--- config.mk ---
export PLATFORM = sky130hd
export DESIGN_NAME = round_robin_slot_allocator_core
export DESIGN_NICKNAME = d
export VERILOG_FILES = /design/src/design/rrsa_pkg.sv /design/src/design/round_robin_slot_allocator_core.sv /design/src/design/rrsa_engine.sv
export SDC_FILE = /design/constraint.sdc
export NUM_CORES = 1
export LEC_CHECK = 0
export ABC_AREA = 1
export BUFFER_PORTS_ARGS = -buffer_cell sky130_fd_sc_hd__buf_4
export CAP_MARGIN = 5
export CORE_UTILIZATION = 45
export CTS_BUF_LIST = sky130_fd_sc_hd__clkbuf_16
export DETAILED_ROUTE_END_ITERATION = 10
export PLACE_DENSITY = 0.58
export SETUP_SLACK_MARGIN = 0.5
export SLEW_MARGIN = 10
export SYNTH_ARGS = -nofsm -noshare
export SYNTH_HDL_FRONTEND = slang
export SYNTH_SLANG_ARGS = --single-unit
--- constraint.sdc ---
create_clock -name clock -period 20.4 [get_ports clock]
set_clock_uncertainty 0.15 [all_clocks]
set_input_delay 2.04 -clock clock [delete_from_list [all_inputs] [get_ports clock]]
set_output_delay 2.04 -clock clock [all_outputs]
set_load 0.005 [all_outputs]
--- src/design/rrsa_pkg.sv ---
// Shared types and constants for the round-robin slot allocator.
// Holds field widths, opcodes, the sequencer state type and the item structs.
// No dependencies.
package rrsa_pkg;

   // Field widths fixed by the channel layout
   localparam int CFG_W  = 9;
   localparam int SLOT_W = 8;
   localparam int TOT_W  = 9;
   localparam int OP_W   = 2;

   localparam int SLOTS_DEFAULT = 256;
   localparam logic [CFG_W-1:0] SLOT_COUNT_RESET = 9'd256;

   // Opcodes carried on the request side
   localparam logic [OP_W-1:0] OP_ALLOC   = 2'd0;
   localparam logic [OP_W-1:0] OP_RELEASE = 2'd1;
   localparam logic [OP_W-1:0] OP_INIT    = 2'd2;

   typedef enum logic [2:0] {
      ST_CLEAR,
      ST_IDLE,
      ST_SCAN,
      ST_MODIFY,
      ST_DONE
   } state_type;

   typedef struct packed {
      logic [OP_W-1:0]   opcode;
      logic              prefer_active;
      logic [SLOT_W-1:0] slot;
      logic              set_free;
      logic              init_active;
   } cmd_type;

   typedef struct packed {
      logic [SLOT_W-1:0] granted_slot;
      logic              found;
      logic [TOT_W-1:0]  used_total;
      logic [TOT_W-1:0]  active_total;
   } result_type;

endpackage

--- src/design/round_robin_slot_allocator_core.sv ---
// Round-robin slot allocator, top level: channels, slot count register and
// output register around the allocation engine.
// Depends on rrsa_pkg and rrsa_engine.
//
// Use: each request item (allocate, release or init) yields exactly one
// response item carrying the granted slot, a found flag and the used and
// active totals after the item. csr_wr_en writes the slot count register;
// write it only while no item is in progress.
// Timing: the engine takes one item at a time. An allocate reads the flag
// memory one slot a cycle from the scan pointer until it finds a matching
// slot or has checked every slot in range. Release and init take one
// read-modify-write; a release or init of an out-of-range slot, or an unused
// opcode, goes straight to the response. The next request is accepted in the
// cycle after the response enters the output register, even while that
// response still waits to be taken.
// Reset: a clearing pass writes every flag entry to zero, with req_tready
// low. The slot count resets to 256, pointer and totals to zero.
// Stall: a finished response waits in the engine while the output register
// holds an untaken one; no item is lost.
module round_robin_slot_allocator_core #(
   parameter int SLOTS = rrsa_pkg::SLOTS_DEFAULT
) (
   input  logic                       clock,
   input  logic                       reset,
   // configuration
   input  logic                       csr_wr_en,
   input  logic [rrsa_pkg::CFG_W-1:0] csr_wr_data,
   // request channel
   input  logic                       req_tvalid,
   output logic                       req_tready,
   input  logic [15:0]                req_tdata,  // prefer_active, slot[7:0], set_free, init_active
   input  logic [1:0]                 req_tuser,  // opcode[1:0]
   // response channel
   output logic                       rsp_tvalid,
   input  logic                       rsp_tready,
   output logic [31:0]                rsp_tdata,  // granted_slot[7:0], used_total[8:0], active_total[8:0]
   output logic                       rsp_tuser   // found
);

   logic [rrsa_pkg::CFG_W-1:0] slot_count_ff;
   logic                       rsp_tvalid_ff;
   logic [31:0]                rsp_tdata_ff;
   logic                       rsp_tuser_ff;

   logic                 eng_idle;
   logic                 eng_done;
   logic                 res_ready;
   logic                 req_accept;
   logic                 rsp_load;
   rrsa_pkg::cmd_type    cmd;
   rrsa_pkg::result_type res;

   // Unpack the request item
   assign cmd.opcode        = req_tuser;
   assign cmd.prefer_active = req_tdata[0];
   assign cmd.slot          = req_tdata[8:1];
   assign cmd.set_free      = req_tdata[9];
   assign cmd.init_active   = req_tdata[10];

   assign req_tready = eng_idle;
   assign req_accept = req_tvalid && eng_idle;
   assign res_ready  = !rsp_tvalid_ff || rsp_tready;
   assign rsp_load   = eng_done && res_ready;

   // Slot count register
   always_ff @(posedge clock) begin
      if (reset) begin
         slot_count_ff <= rrsa_pkg::SLOT_COUNT_RESET;
      end else if (csr_wr_en) begin
         slot_count_ff <= csr_wr_data;
      end
   end

   rrsa_engine #(
      .SLOTS (SLOTS)
   ) u_engine (
      .clock      (clock),
      .reset      (reset),
      .slot_count (slot_count_ff),
      .start      (req_accept),
      .cmd        (cmd),
      .idle       (eng_idle),
      .done       (eng_done),
      .res_ready  (res_ready),
      .res        (res)
   );

   // Output register: load a finished item, drop it once taken
   always_ff @(posedge clock) begin
      if (reset) begin
         rsp_tvalid_ff <= 1'b0;
      end else if (rsp_load) begin
         rsp_tvalid_ff <= 1'b1;
      end else if (rsp_tready) begin
         rsp_tvalid_ff <= 1'b0;
      end
   end

   always_ff @(posedge clock) begin
      if (rsp_load) begin
         rsp_tdata_ff <= {6'b0, res.active_total, res.used_total, res.granted_slot};
         rsp_tuser_ff <= res.found;
      end
   end

   assign rsp_tvalid = rsp_tvalid_ff;
   assign rsp_tdata  = rsp_tdata_ff;
   assign rsp_tuser  = rsp_tuser_ff;

   // The engine goes busy as soon as it takes an item
   a_busy_after_accept : assert property (@(posedge clock) disable iff (reset)
      req_accept |=> !req_tready)
      else $error("request accepted but engine did not leave idle");

   // A miss reports slot zero
   a_miss_slot_zero : assert property (@(posedge clock) disable iff (reset)
      (rsp_tvalid && !rsp_tuser) |-> (rsp_tdata[7:0] == 8'd0))
      else $error("response without a grant carries a non-zero slot");

   // Totals do not move while no item is in progress
   a_idle_totals_stable : assert property (@(posedge clock) disable iff (reset)
      (eng_idle && $past(eng_idle)) |-> ($stable(res.used_total) && $stable(res.active_total)))
      else $error("totals changed while idle");

   // A finished item waits in the engine while the output register is full
   a_done_held : assert property (@(posedge clock) disable iff (reset)
      (eng_done && !res_ready) |=> eng_done)
      else $error("finished item dropped while output register was full");

endmodule

--- src/design/rrsa_engine.sv ---
// Slot allocation engine: flag memory, scan sequencer, pointer and counts.
// One synchronous memory holds the used and active flags of every slot.
// Depends on rrsa_pkg.
module rrsa_engine #(
   parameter int SLOTS = rrsa_pkg::SLOTS_DEFAULT
) (
   input  logic                        clock,
   input  logic                        reset,
   input  logic [rrsa_pkg::CFG_W-1:0]  slot_count,
   input  logic                        start,
   input  rrsa_pkg::cmd_type           cmd,
   output logic                        idle,
   output logic                        done,
   input  logic                        res_ready,
   output rrsa_pkg::result_type        res
);

   localparam int AW = $clog2(SLOTS);
   localparam int CW = $clog2(SLOTS + 1);
   localparam logic [AW-1:0] LAST_ADDR = AW'(SLOTS - 1);

   typedef struct packed {
      logic used;
      logic active;
   } flag_type;

   flag_type flag_mem [SLOTS];
   flag_type rd_data_ff;

   rrsa_pkg::state_type state_ff, state_in;
   rrsa_pkg::cmd_type   cmd_ff, cmd_in;

   logic [AW-1:0] chk_addr_ff, chk_addr_in;
   logic          chk_last_ff, chk_last_in;
   logic [CW-1:0] issued_ff, issued_in;
   logic [AW-1:0] ptr_ff, ptr_in;
   logic [CW-1:0] used_ff, used_in;
   logic [CW-1:0] active_ff, active_in;
   logic [AW-1:0] clr_addr_ff, clr_addr_in;
   logic          pref_ff, pref_in;
   logic [rrsa_pkg::SLOT_W-1:0] granted_ff, granted_in;
   logic          found_ff, found_in;

   logic          rd_en, wr_en;
   logic [AW-1:0] rd_addr, wr_addr;
   flag_type      wr_data;

   logic [CW-1:0] eff_n;
   logic [AW-1:0] start_pos;
   logic [AW-1:0] next_addr;
   logic          slot_ok;
   logic          hit;

   // Clamp the slot count to 1..SLOTS
   always_comb begin
      if (slot_count == '0) begin
         eff_n = CW'(1);
      end else if (32'(slot_count) > 32'(SLOTS)) begin
         eff_n = CW'(SLOTS);
      end else begin
         eff_n = CW'(slot_count);
      end
   end

   // Scan addresses and range checks
   assign start_pos = (CW'(ptr_ff) >= eff_n) ? '0 : ptr_ff;
   assign next_addr = ((CW'(chk_addr_ff) + CW'(1)) < eff_n) ? (chk_addr_ff + AW'(1)) : '0;
   assign slot_ok   = 32'(cmd.slot) < 32'(eff_n);
   assign hit       = !rd_data_ff.used && (!pref_ff || rd_data_ff.active);

   // Next state
   always_comb begin
      state_in = state_ff;
      case (state_ff)
         rrsa_pkg::ST_CLEAR: begin
            if (clr_addr_ff == LAST_ADDR) begin
               state_in = rrsa_pkg::ST_IDLE;
            end
         end
         rrsa_pkg::ST_IDLE: begin
            if (start) begin
               case (cmd.opcode)
                  rrsa_pkg::OP_ALLOC: begin
                     state_in = rrsa_pkg::ST_SCAN;
                  end
                  rrsa_pkg::OP_RELEASE, rrsa_pkg::OP_INIT: begin
                     state_in = slot_ok ? rrsa_pkg::ST_MODIFY : rrsa_pkg::ST_DONE;
                  end
                  default: begin
                     state_in = rrsa_pkg::ST_DONE;
                  end
               endcase
            end
         end
         rrsa_pkg::ST_SCAN: begin
            if (hit || chk_last_ff) begin
               state_in = rrsa_pkg::ST_DONE;
            end
         end
         rrsa_pkg::ST_MODIFY: begin
            state_in = rrsa_pkg::ST_DONE;
         end
         rrsa_pkg::ST_DONE: begin
            if (res_ready) begin
               state_in = rrsa_pkg::ST_IDLE;
            end
         end
         default: begin
            state_in = rrsa_pkg::ST_CLEAR;
         end
      endcase
   end

   // Memory accesses and datapath updates per state
   always_comb begin
      cmd_in      = cmd_ff;
      chk_addr_in = chk_addr_ff;
      chk_last_in = chk_last_ff;
      issued_in   = issued_ff;
      ptr_in      = ptr_ff;
      used_in     = used_ff;
      active_in   = active_ff;
      clr_addr_in = clr_addr_ff;
      pref_in     = pref_ff;
      granted_in  = granted_ff;
      found_in    = found_ff;
      rd_en       = 1'b0;
      rd_addr     = chk_addr_ff;
      wr_en       = 1'b0;
      wr_addr     = clr_addr_ff;
      wr_data     = '0;
      case (state_ff)
         rrsa_pkg::ST_CLEAR: begin
            wr_en       = 1'b1;
            clr_addr_in = clr_addr_ff + AW'(1);
         end
         rrsa_pkg::ST_IDLE: begin
            if (start) begin
               cmd_in     = cmd;
               granted_in = '0;
               found_in   = 1'b0;
               // preference only counts while the used and active totals differ
               pref_in    = cmd.prefer_active && (used_ff != active_ff);
               rd_en      = 1'b1;
               if (cmd.opcode == rrsa_pkg::OP_ALLOC) begin
                  rd_addr     = start_pos;
                  chk_addr_in = start_pos;
                  chk_last_in = (eff_n == CW'(1));
                  issued_in   = CW'(1);
               end else begin
                  rd_addr = AW'(cmd.slot);
               end
            end
         end
         rrsa_pkg::ST_SCAN: begin
            if (hit) begin
               wr_en      = 1'b1;
               wr_addr    = chk_addr_ff;
               wr_data    = '{used: 1'b1, active: 1'b1};
               used_in    = used_ff + CW'(1);
               active_in  = rd_data_ff.active ? active_ff : (active_ff + CW'(1));
               ptr_in     = next_addr;
               granted_in = rrsa_pkg::SLOT_W'(chk_addr_ff);
               found_in   = 1'b1;
            end else if (!chk_last_ff) begin
               // advance to the next slot, one read a cycle
               rd_en       = 1'b1;
               rd_addr     = next_addr;
               chk_addr_in = next_addr;
               chk_last_in = ((issued_ff + CW'(1)) == eff_n);
               issued_in   = issued_ff + CW'(1);
            end
         end
         rrsa_pkg::ST_MODIFY: begin
            wr_addr = AW'(cmd_ff.slot);
            case (cmd_ff.opcode)
               rrsa_pkg::OP_RELEASE: begin
                  wr_en          = 1'b1;
                  wr_data.used   = 1'b0;
                  wr_data.active = rd_data_ff.active && !cmd_ff.set_free;
                  if (rd_data_ff.used) begin
                     used_in = used_ff - CW'(1);
                  end
                  if (rd_data_ff.active && cmd_ff.set_free) begin
                     active_in = active_ff - CW'(1);
                  end
               end
               rrsa_pkg::OP_INIT: begin
                  wr_en          = 1'b1;
                  wr_data.used   = rd_data_ff.used;
                  wr_data.active = cmd_ff.init_active;
                  if (cmd_ff.init_active && !rd_data_ff.active) begin
                     active_in = active_ff + CW'(1);
                  end else if (!cmd_ff.init_active && rd_data_ff.active) begin
                     active_in = active_ff - CW'(1);
                  end
               end
               default: begin
                  wr_en = 1'b0;
               end
            endcase
         end
         default: begin
            wr_en = 1'b0;
         end
      endcase
   end

   // Flag memory, one write and one registered read a cycle; the write of an
   // item always lands before the next item's first read, with ST_DONE between
   always_ff @(posedge clock) begin
      if (wr_en) begin
         flag_mem[wr_addr] <= wr_data;
      end
      if (rd_en) begin
         rd_data_ff <= flag_mem[rd_addr];
      end
   end

   // Control state
   always_ff @(posedge clock) begin
      if (reset) begin
         state_ff    <= rrsa_pkg::ST_CLEAR;
         clr_addr_ff <= '0;
         ptr_ff      <= '0;
         used_ff     <= '0;
         active_ff   <= '0;
      end else begin
         state_ff    <= state_in;
         clr_addr_ff <= clr_addr_in;
         ptr_ff      <= ptr_in;
         used_ff     <= used_in;
         active_ff   <= active_in;
      end
   end

   // Item payload and scan position
   always_ff @(posedge clock) begin
      cmd_ff      <= cmd_in;
      chk_addr_ff <= chk_addr_in;
      chk_last_ff <= chk_last_in;
      issued_ff   <= issued_in;
      pref_ff     <= pref_in;
      granted_ff  <= granted_in;
      found_ff    <= found_in;
   end

   assign idle = (state_ff == rrsa_pkg::ST_IDLE);
   assign done = (state_ff == rrsa_pkg::ST_DONE);

   assign res.granted_slot = granted_ff;
   assign res.found        = found_ff;
   assign res.used_total   = rrsa_pkg::TOT_W'(used_ff);
   assign res.active_total = rrsa_pkg::TOT_W'(active_ff);

endmodule

## Yosys cells after proc, flatten, opt, wreduce, memory -nomap -nowiden

Memory sizes are Yosys's and may differ from the RTL's. A register that Yosys moved wholly into a read port is not among the register bits.
Cells that the tools add are included.
W data, S select, Z words.

- Memory bits (writable): 512
- Memories kept: 1
- Input port bits: 32
- Flip-flop bits (word level): 114

- Muxes and demuxes: 62
- Reduce and logical (&&, ||, !) cells: 34
- $add $sub $neg: 8
- Equal/unequal tests: 26
- Magnitude comparators: 4

Memory list:

| memory | words | bits a word | rd ports | clocked after Yosys merged registers in | write ports | RTL line | source |
|---|---|---|---|---|---|---|---|
| u_engine.flag_mem | 256 | 2 | 1 | 1 | 1 | rrsa_engine.sv:27 | `flag_type flag_mem [SLOTS];` |

Operators with widths:

| operator | count |
|---|---|
| $mux W9 | 14 |
| $mux W8 | 11 |
| $pmux W9 S2 | 4 |
| $pmux W8 S2 | 4 |
| $add A9 B1 Y9 const B | 3 |
| $sub A9 B1 Y9 const B | 2 |
| $add A8 B1 Y8 const B | 2 |
| $mux W1 | 15 |
| $mux W3 | 5 |
| $pmux W3 S5 | 1 |
| $ne A2 B1 Y1 const B | 7 |
| $reduce_and A4 Y1 | 3 |
| $add A8 B1 Y9 const B | 1 |
| $eq A9 B1 Y1 const B | 1 |
| $eq A9 B9 Y1 | 1 |
| $ge A8 B9 Y1 | 1 |
| $gt A9 B9 Y1 const B | 1 |
| $logic_not A9 Y1 | 1 |
| $lt A8 B9 Y1 | 1 |
| $lt A9 B9 Y1 | 1 |
| $ne A9 B9 Y1 | 1 |
| $eq A8 B8 Y1 const B | 1 |
| $logic_and A1 B1 Y1 | 8 |
| $ne A2 B2 Y1 const B | 4 |
| other kinds (22) | 41 |

## Longest topological paths before layout

Gate-level depths: netlist of run 1.

- Depth in word-level cells: 8
- Mapped depth: 27
- Depth with buffers taken out: 25

## Modules after synthesis

A second synthesis of run 1 with hierarchy kept.

- Cells, all modules: 3060
- Area total of the unflattened synthesis: 29872.4 um^2

Modules (own cells, without submodules):

| module | times used | area an instance (um^2) | seq. area each (um^2) | cells each |
|---|---|---|---|---|
| rrsa_engine | 1 | 28652.5 | 17376.7 | 2979 |
| round_robin_slot_allocator_core | 1 | 1219.9 | 1011.0 | 81 |

## Worst setup path before layout of run 1

OpenSTA, ideal clock, no wires.

- Kind: reg2reg
- From: register u_engine.state_ff[1]
- To: memory u_engine.flag_mem[0][0] (netlist name), data pin
- Path buffers: 0
- Stages on the path, launching flop included: 8
- Slack: 6.931 ns
- Arrival: 11.132 ns
- Clock period less this slack: 13.469 ns
- Cells stage by stage: dfxtp_1 -> inv_2 -> nor2_1 -> inv_2 -> nor2_1 -> inv_1 -> or2_2 -> o21ai_0

RTL lines:

| item | RTL line | source |
|---|---|---|
| start: declaration | rrsa_engine.sv:30 | `rrsa_pkg::state_type state_ff, state_in;` |
| start signal: assignment | rrsa_engine.sv:223 | `state_ff <= rrsa_pkg::ST_CLEAR;` |
| start signal: assignment | rrsa_engine.sv:229 | `state_ff <= state_in;` |
| end: declaration | rrsa_engine.sv:27 |  |

## Final worst setup path of run 1

- From: register u_engine.chk_addr_ff[0]
- To: register u_engine.rd_data_ff[1] (netlist name)

- Cells in the longest elaborated chain, start to end: 6

Ends and longest elaborated chain:

| item | RTL line | source |
|---|---|---|
| start: declaration | rrsa_engine.sv:33 | `logic [AW-1:0] chk_addr_ff, chk_addr_in;` |
| start signal: assignment | rrsa_engine.sv:240 | `chk_addr_ff <= chk_addr_in;` |
| $add A8 B1 Y9 | rrsa_engine.sv:67 | `assign next_addr = ((CW'(chk_addr_ff) + CW'(1)) < eff_n) ? (chk_addr_ff + AW'(1)) : '0;` |
| $lt A9 B9 Y1 | rrsa_engine.sv:67 |  |
| $mux W8 | rrsa_engine.sv:67 |  |
| $mux W8 (2 in series) | - |  |
| $pmux W8 S2 (*) | rrsa_engine.sv:132 | `case (state_ff)` |

Every way passes the cells marked *; elsewhere a longest branch is shown, timed or not.
A chain may end at the register's enable or synchronous reset.

==> results of run 1 <==
-- cell families (layout without fill, tap and decap cells) --
| logic type | after synthesis | after routing | synth area share, % |
|---|---|---|---|
| DFF | 628 | 628 | 61.7 |
| other | 1 | 6 | 0.0126 |
| AOI/OAI and AO/OA | 256 | 256 | 5.65 |
| and+or+nand+nor | 1504 | 1504 | 22.4 |
| xor gates and xnor gates | 29 | 29 | 0.853 |
| adders and majority gates | 41 | 41 | 1.75 |
| buffers and inverters | 527 | 561 | 7.58 |
-- how the worst max path moves through the flow --
stage,slack (ns),end,start
detailed placement,13.48,u_engine.rd_data_ff[0],req_tvalid
CTS,13.68,u_engine.rd_data_ff[1],u_engine.chk_addr_ff[0]
floorplan,6.93,u_engine.flag_mem[0][0],u_engine.state_ff[1]
global route,13.14,u_engine.rd_data_ff[1],u_engine.chk_addr_ff[0]
global placement,13.56,u_engine.rd_data_ff[0],req_tuser[0]
finish,13.59,u_engine.rd_data_ff[1],u_engine.chk_addr_ff[0]
-- final cells by class --
| class | instances | area [um^2] |
|---|---|---|
| Fill cell | 5978 | 32100 |
| Sequential cell | 628 | 18400 |
| Multi-Input combinational cell | 1836 | 9220 |
| Clock buffer | 75 | 1880 |
| Inverter | 350 | 1310 |
| Tap cell | 855 | 1070 |
| Timing Repair Buffer | 81 | 646 |
| Clock inverter | 55 | 354 |
-- routing by layer --
layer | vias to the layer above | track usage, %
li1 | 10151 | -
met1 | 10354 | 32.7
met2 | 716 | 37.3
met3 | 150 | 3.66
met4 | 0 | 7.71
met5 | - | 0
-- registers in the layout (all words and copies together) (netlist names), 9 cells and up --
name / cells
u_engine.used_ff: 9
rsp_tdata: 26
u_engine.flag_mem: 512
u_engine.cmd_ff: 12
slot_count_ff: 9
u_engine.active_ff: 9
u_engine.issued_ff: 9
-- report_power, final --
group	total, mW	switching [mW]	internal [mW]
registers	1.47	0.0234	1.45
clock network	1.22	0.507	0.714
logic	1.18	0.847	0.333
total	3.87	1.38	2.50
-- layout by cell type, fill, tap and decap left out, types with 5 or more instances in the layout --
| cell | n |
|---|---|
| a221oi_1 | 7 |
| buf_4 | 78 |
| o21ai_0 | 54 |
| a21oi_1 | 57 |
| nand3_1 | 460 |
| nor2_1 | 390 |
| dfxtp_1 | 47 |
| xnor2_1 | 8 |
| xor2_1 | 21 |
| a31oi_1 | 5 |
| clkbuf_16 | 75 |
| nand2_1 | 510 |
| inv_1 | 356 |
| edfxtp_1 | 581 |
| nand3b_1 | 91 |
| clkinv_2 | 12 |
| o21bai_1 | 5 |
| inv_2 | 10 |
| o211ai_1 | 99 |
| nor3_1 | 15 |
| o22ai_1 | 7 |
| ha_1 | 40 |
| conb_1 | 6 |
| nor4_1 | 5 |
| nand4_1 | 12 |
| clkinv_1 | 17 |
-- metrics by stage --
step	worst slack [ns]	utilization (%)	instances	hold slack [ns]	area (um^2)
floorplan	6.93	-	2991	0.250	29800
global placement	13.56	47.2	3750	0.263	30600
detailed placement	13.48	47.2	3750	0.257	30600
CTS	13.68	50.6	3880	0.271	32900
global route	13.14	50.6	3880	0.279	32900
finish	13.59	50.6	3880	0.268	32900
-- critical path: stages (launching register included) --
cell,delay [ns]
edfxtp_1,0.54
inv_1,0.23
nor3_1,0.34
nand3_1,0.19
nor2_1,0.16
nand2_1,0.09
xor2_1,0.19
inv_1,0.07
ha_1,0.29
nand2_1,0.05
o21ai_0,0.29
nor2_1,0.16
nand4_1,0.16
nand2_1,0.12
nor2_4,0.48
buf_4,0.79
buf_4,0.86
nand3b_1,0.14
nand3_1,0.11
nand3_1,0.11
nand3_1,0.15
nand3_1,0.13
nand3_1,0.16
nand3_1,0.15
nand3_1,0.20
nand2_1,0.12
==> impl_metrics.ini, run 1 <==
[global_route]
overflow = 0
grt_pass1_wl_mm = 120
grt_max_degree = 241
antenna_found_initial = 2
grt.total_usage_pct = 23.4
grt_pass1_vias = 20683

[cts]
cts_tree = done
clk_latency_ns = 0.62
hold_buffers = 0
clk_pin_slew_worst_paths_ns = 0.06
cts_buffer_depth = 3
cts_htree_levels = 3
cts_post_setup_buffers_inserted = 0
cts_root_buf = clkbuf_16
cts_resized = 0
clock_sinks = 628
cts_buffers = 71

[floorplanning]
initial_core_util_pct = 45.9
dieArea_um2 = 67200
core_um2 = 64900
row_count = 93
ioPinCount = 67
die_h_um = 259
die_w_um = 259

[route]
drtIter0Drc = 1977
via_per_inst = 5.51
wl_mm = 78.0
ant_nets = 0
wl_met3_mm = 5.35
wire_per_inst_um = 20.1
firstDrtPassIters = 6
wl_met2_mm = 36.0
wl_met1_mm = 34.3
highest-signal-layer = met4
vias = 21371
route.detailed.drc = 0

[min_path]
hp-start = u_engine.granted_ff[7]
min_delay_path_depth = 0
hold_class = register to register
min_to = rsp_tdata[7]

[critical_path]
rrSetupSlack_ns = 13.59
required_ns = 20.60
worst_setup_path_end_kind = register
cp.arrival_ns = 7.00
rr_worst_depth = 25
crit_fanout = 75
crit_path_start_kind = register
rr_startpoint = u_engine.chk_addr_ff[0]
path_class = register to register
worstReg2RegEnd = u_engine.rd_data_ff[1]

[placement]
port_buffers = 55
place_hpwl_mm = 44.6
routabilityCongestion = 0.871

[logic_synthesis]
ys_async_sr_fraction_pct = 0
syn_area_per_cell_um2 = 9.97
synth_ff_type = edfxtp_1
synthTopCellsByCount = edfxtp_1 (581), nand2_1 (512), nand3_1 (460)
syn_area_um2 = 29800
syn-instance-count = 2986
yosys_warnings = 0
yosysTopAreaCellShare_pct = 58.6
synth.area.top_cells = edfxtp_1 (59%), nand3_1 (7.7%), nand2_1 (6.5%)
synth_edf_count = 581
synth-seq-cells = 628
synth_cell_types = 48
synth.most_common_cell = edfxtp_1
synth_top_area_cell = edfxtp_1
yosysSeqAreaShare_pct = 61.7

[final_layout]
drive_above_1_share_pct = 7.07
antenna_cells = 0
fin_nets = 3041
area_delta_synth_final_pct = 10.4

[power_and_ir_drop]
p_total_mw = 3.87
p_per_area_nw_per_um2 = 118
ir_worst_vdd_uv = 85.6
leakagePower_nw = 12.3

[timing]
hold_viol_final = 0
finalMaxSlewViolations = 0
finalCritPeriodShare_pct = 33.4
rsz0062_at_grt = false
tns_ns = 0
max_freq_ghz = 0.147
slew_headroom_pct = 1.77
setup_viol_count_final = 0
fin_crit_ns = 6.81
tightest_slew_ns = 1.47

[outcome]
status = complete, no violations

[run]
cap_violations = 0
Note: power is estimated with default switching activity, not from simulation.
==> run 2, diff against run 1 <==
- clock period: 20.4 -> 6.3 ns (I/O delays scaled with it)
==> impl_metrics.ini, run 2 (same netlist as run 1, synthesis figures left out) <==
[outcome]
status = complete, no violations

[global_route]
grt_pass1_vias = 20806
grt.total_usage_pct = 23.6
grt_max_degree = 159
overflow = 0
antenna_found_initial = 1
grt_pass1_wl_mm = 121

[critical_path]
required_ns = 6.51
worst_setup_path_end_kind = register
cp_common_cell = nand3_1
path_class = register to register
crit_fanout = 54
rrSetupSlack_ns = 1.14
cp.arrival_ns = 5.37
crit_path_start_kind = register
rr_startpoint = u_engine.chk_addr_ff[0]
critPathMaxStageDelay_ns = 0.55
worstReg2RegEnd = u_engine.rd_data_ff[0]
crit_slowest_cell = edfxtp_1
rr_worst_depth = 26

[power_and_ir_drop]
ir_worst_vdd_uv = 475
swShare_pct = 35.8
p_clk_share_pct = 30.2
p_per_area_nw_per_um2 = 379
p_sw_mw = 4.50
power_frac_seq_pct = 38.0
intPower_mw = 8.05
comb_power_share_pct = 31.8
leakagePower_nw = 12.4

[timing]
finalMaxSlewViolations = 0
rsz0062_at_grt = false
setup_viol_count_final = 0
finalCritPeriodShare_pct = 81.9
hold_viol_final = 0
max_freq_ghz = 0.194
fin_crit_ns = 5.16
tns_ns = 0
tightest_slew_ns = 1.02
slew_headroom_pct = 31.8

[floorplanning]
dieArea_um2 = 67200
row_count = 93
initial_core_util_pct = 45.9
core_um2 = 64900
die_w_um = 259
ioPinCount = 67
die_h_um = 259

[cts]
cts_buffer_depth = 3
cts_buffers = 70
hold_buffers = 0
clk_latency_ns = 0.62
cts_htree_levels = 3
cts_tree = done
clk_pin_slew_worst_paths_ns = 0.06
cts_root_buf = clkbuf_16
clock_sinks = 628

[final_layout]
largest_register = u_engine.flag_mem
postLayoutCoreUtil_pct = 51.0
largest_reg_flops = 512
mostFrequentLayoutCell = edfxtp_1
area_delta_synth_final_pct = 11.2
most-common-layout-cells = edfxtp_1 (581), nand2_1 (510), nand3_1 (460)
drive_above_1_share_pct = 7.81
fin_nets = 3068
instances_no_fill = 3905

[placement]
routabilityCongestion = 0.898
dp.cells = 3776
port_buffers = 55
place_hpwl_mm = 46.5

[min_path]
hold_class = input port to register
min_delay_path_depth = 1
min_to = u_engine.cmd_ff[1]
hp-start = req_tdata[9]

[route]
firstDrtPassIters = 6
wl_mm = 79.0
via_per_inst = 5.48
route.detailed.drc = 0
wire_per_inst_um = 20.2
vias = 21396
drtIter0Drc = 1803
ant_nets = 0

[run]
cap_violations = 0
==> run 2: changes by cell type in the layout (fill, tap and decap cells not counted) <==
cell       change
clkinv_8       +1
diode_2        +1
inv_6          -2
clkbuf_16      -1
inv_1          -2
bufinv_16      -3
clkinv_4       +1
buf_4         +16
buf_12        +12
clkinv_1       +2
==> run 2: power groups by stage <==
stage          logic, mW  clock network (mW)  registers, mW
2_1_floorplan       2.72                   0           4.84
6_report            3.99                3.79           4.77
5_1_grt             4.37                4.00           4.78
3_3_place_gp        3.89                   0           4.85
4_1_cts             3.96                3.88           4.77
3_5_place_dp        3.95                   0           4.86
==> run 2: cell type report <==
class / count / area [um^2]
fillers: 5922 / 31800
inverters: 350 / 1310
multi-input cells: 1836 / 9220
clock inverters: 52 / 272
clock buffers: 74 / 1850
diodes: 1 / 2.50
well taps: 855 / 1070
repair buffers: 109 / 1010
flip-flops and latches: 628 / 18400
==> run 2: timing repair <==
action	CTS	global route
endpoints found under the setup margin	0	2
buffers inserted	0	2
gates resized for setup	0	0
==> run 2: per-layer routing <==
layer	track usage (%)	part of all wire, %	routed length [um]
met5	0	0	0
met4	9.67	3.5	2780
met3	4.05	7.0	5490
met2	38.0	46	36600
met1	31.8	43	34100
==> run 2: how the worst max path moves through the flow <==
stage | startpoint | endpoint | slack, ns | cells after the start
floorplan | u_engine.state_ff[1] | u_engine.flag_mem[0][1] | 0.95 | 7
global placement | u_engine.chk_addr_ff[0] | u_engine.rd_data_ff[0] | 0.76 | 25
detailed placement | u_engine.chk_addr_ff[0] | u_engine.rd_data_ff[0] | 0.73 | 25
CTS | u_engine.chk_addr_ff[0] | u_engine.rd_data_ff[0] | 0.73 | 25
global route | u_engine.chk_addr_ff[0] | u_engine.rd_data_ff[1] | 0.76 | 25
finish | u_engine.chk_addr_ff[0] | u_engine.rd_data_ff[0] | 1.14 | 26
==> run 2: critical path, delay by kind of cell, from the launching register on <==
family          cells  cell delay (ns)
buf+inv             5             0.91
compound gates      1             0.06
fa+ha+maj           1             0.30
flops               1             0.55
simple gates       18             2.70
xor+xnor            1             0.18
==> run 2: metrics by stage <==
stage / power [mW] / instance area (um^2) / hold slack, ns / setup WS, ns
floorplan: 7.55 / 29800 / 0.250 / 0.947
global placement: 8.75 / 31000 / 0.257 / 0.764
detailed placement: 8.80 / 31000 / 0.258 / 0.728
CTS: 12.6 / 33100 / 0.0120 / 0.726
global route: 13.2 / 33100 / 0.0348 / 0.763
finish: 12.6 / 33100 / 0.0414 / 1.14
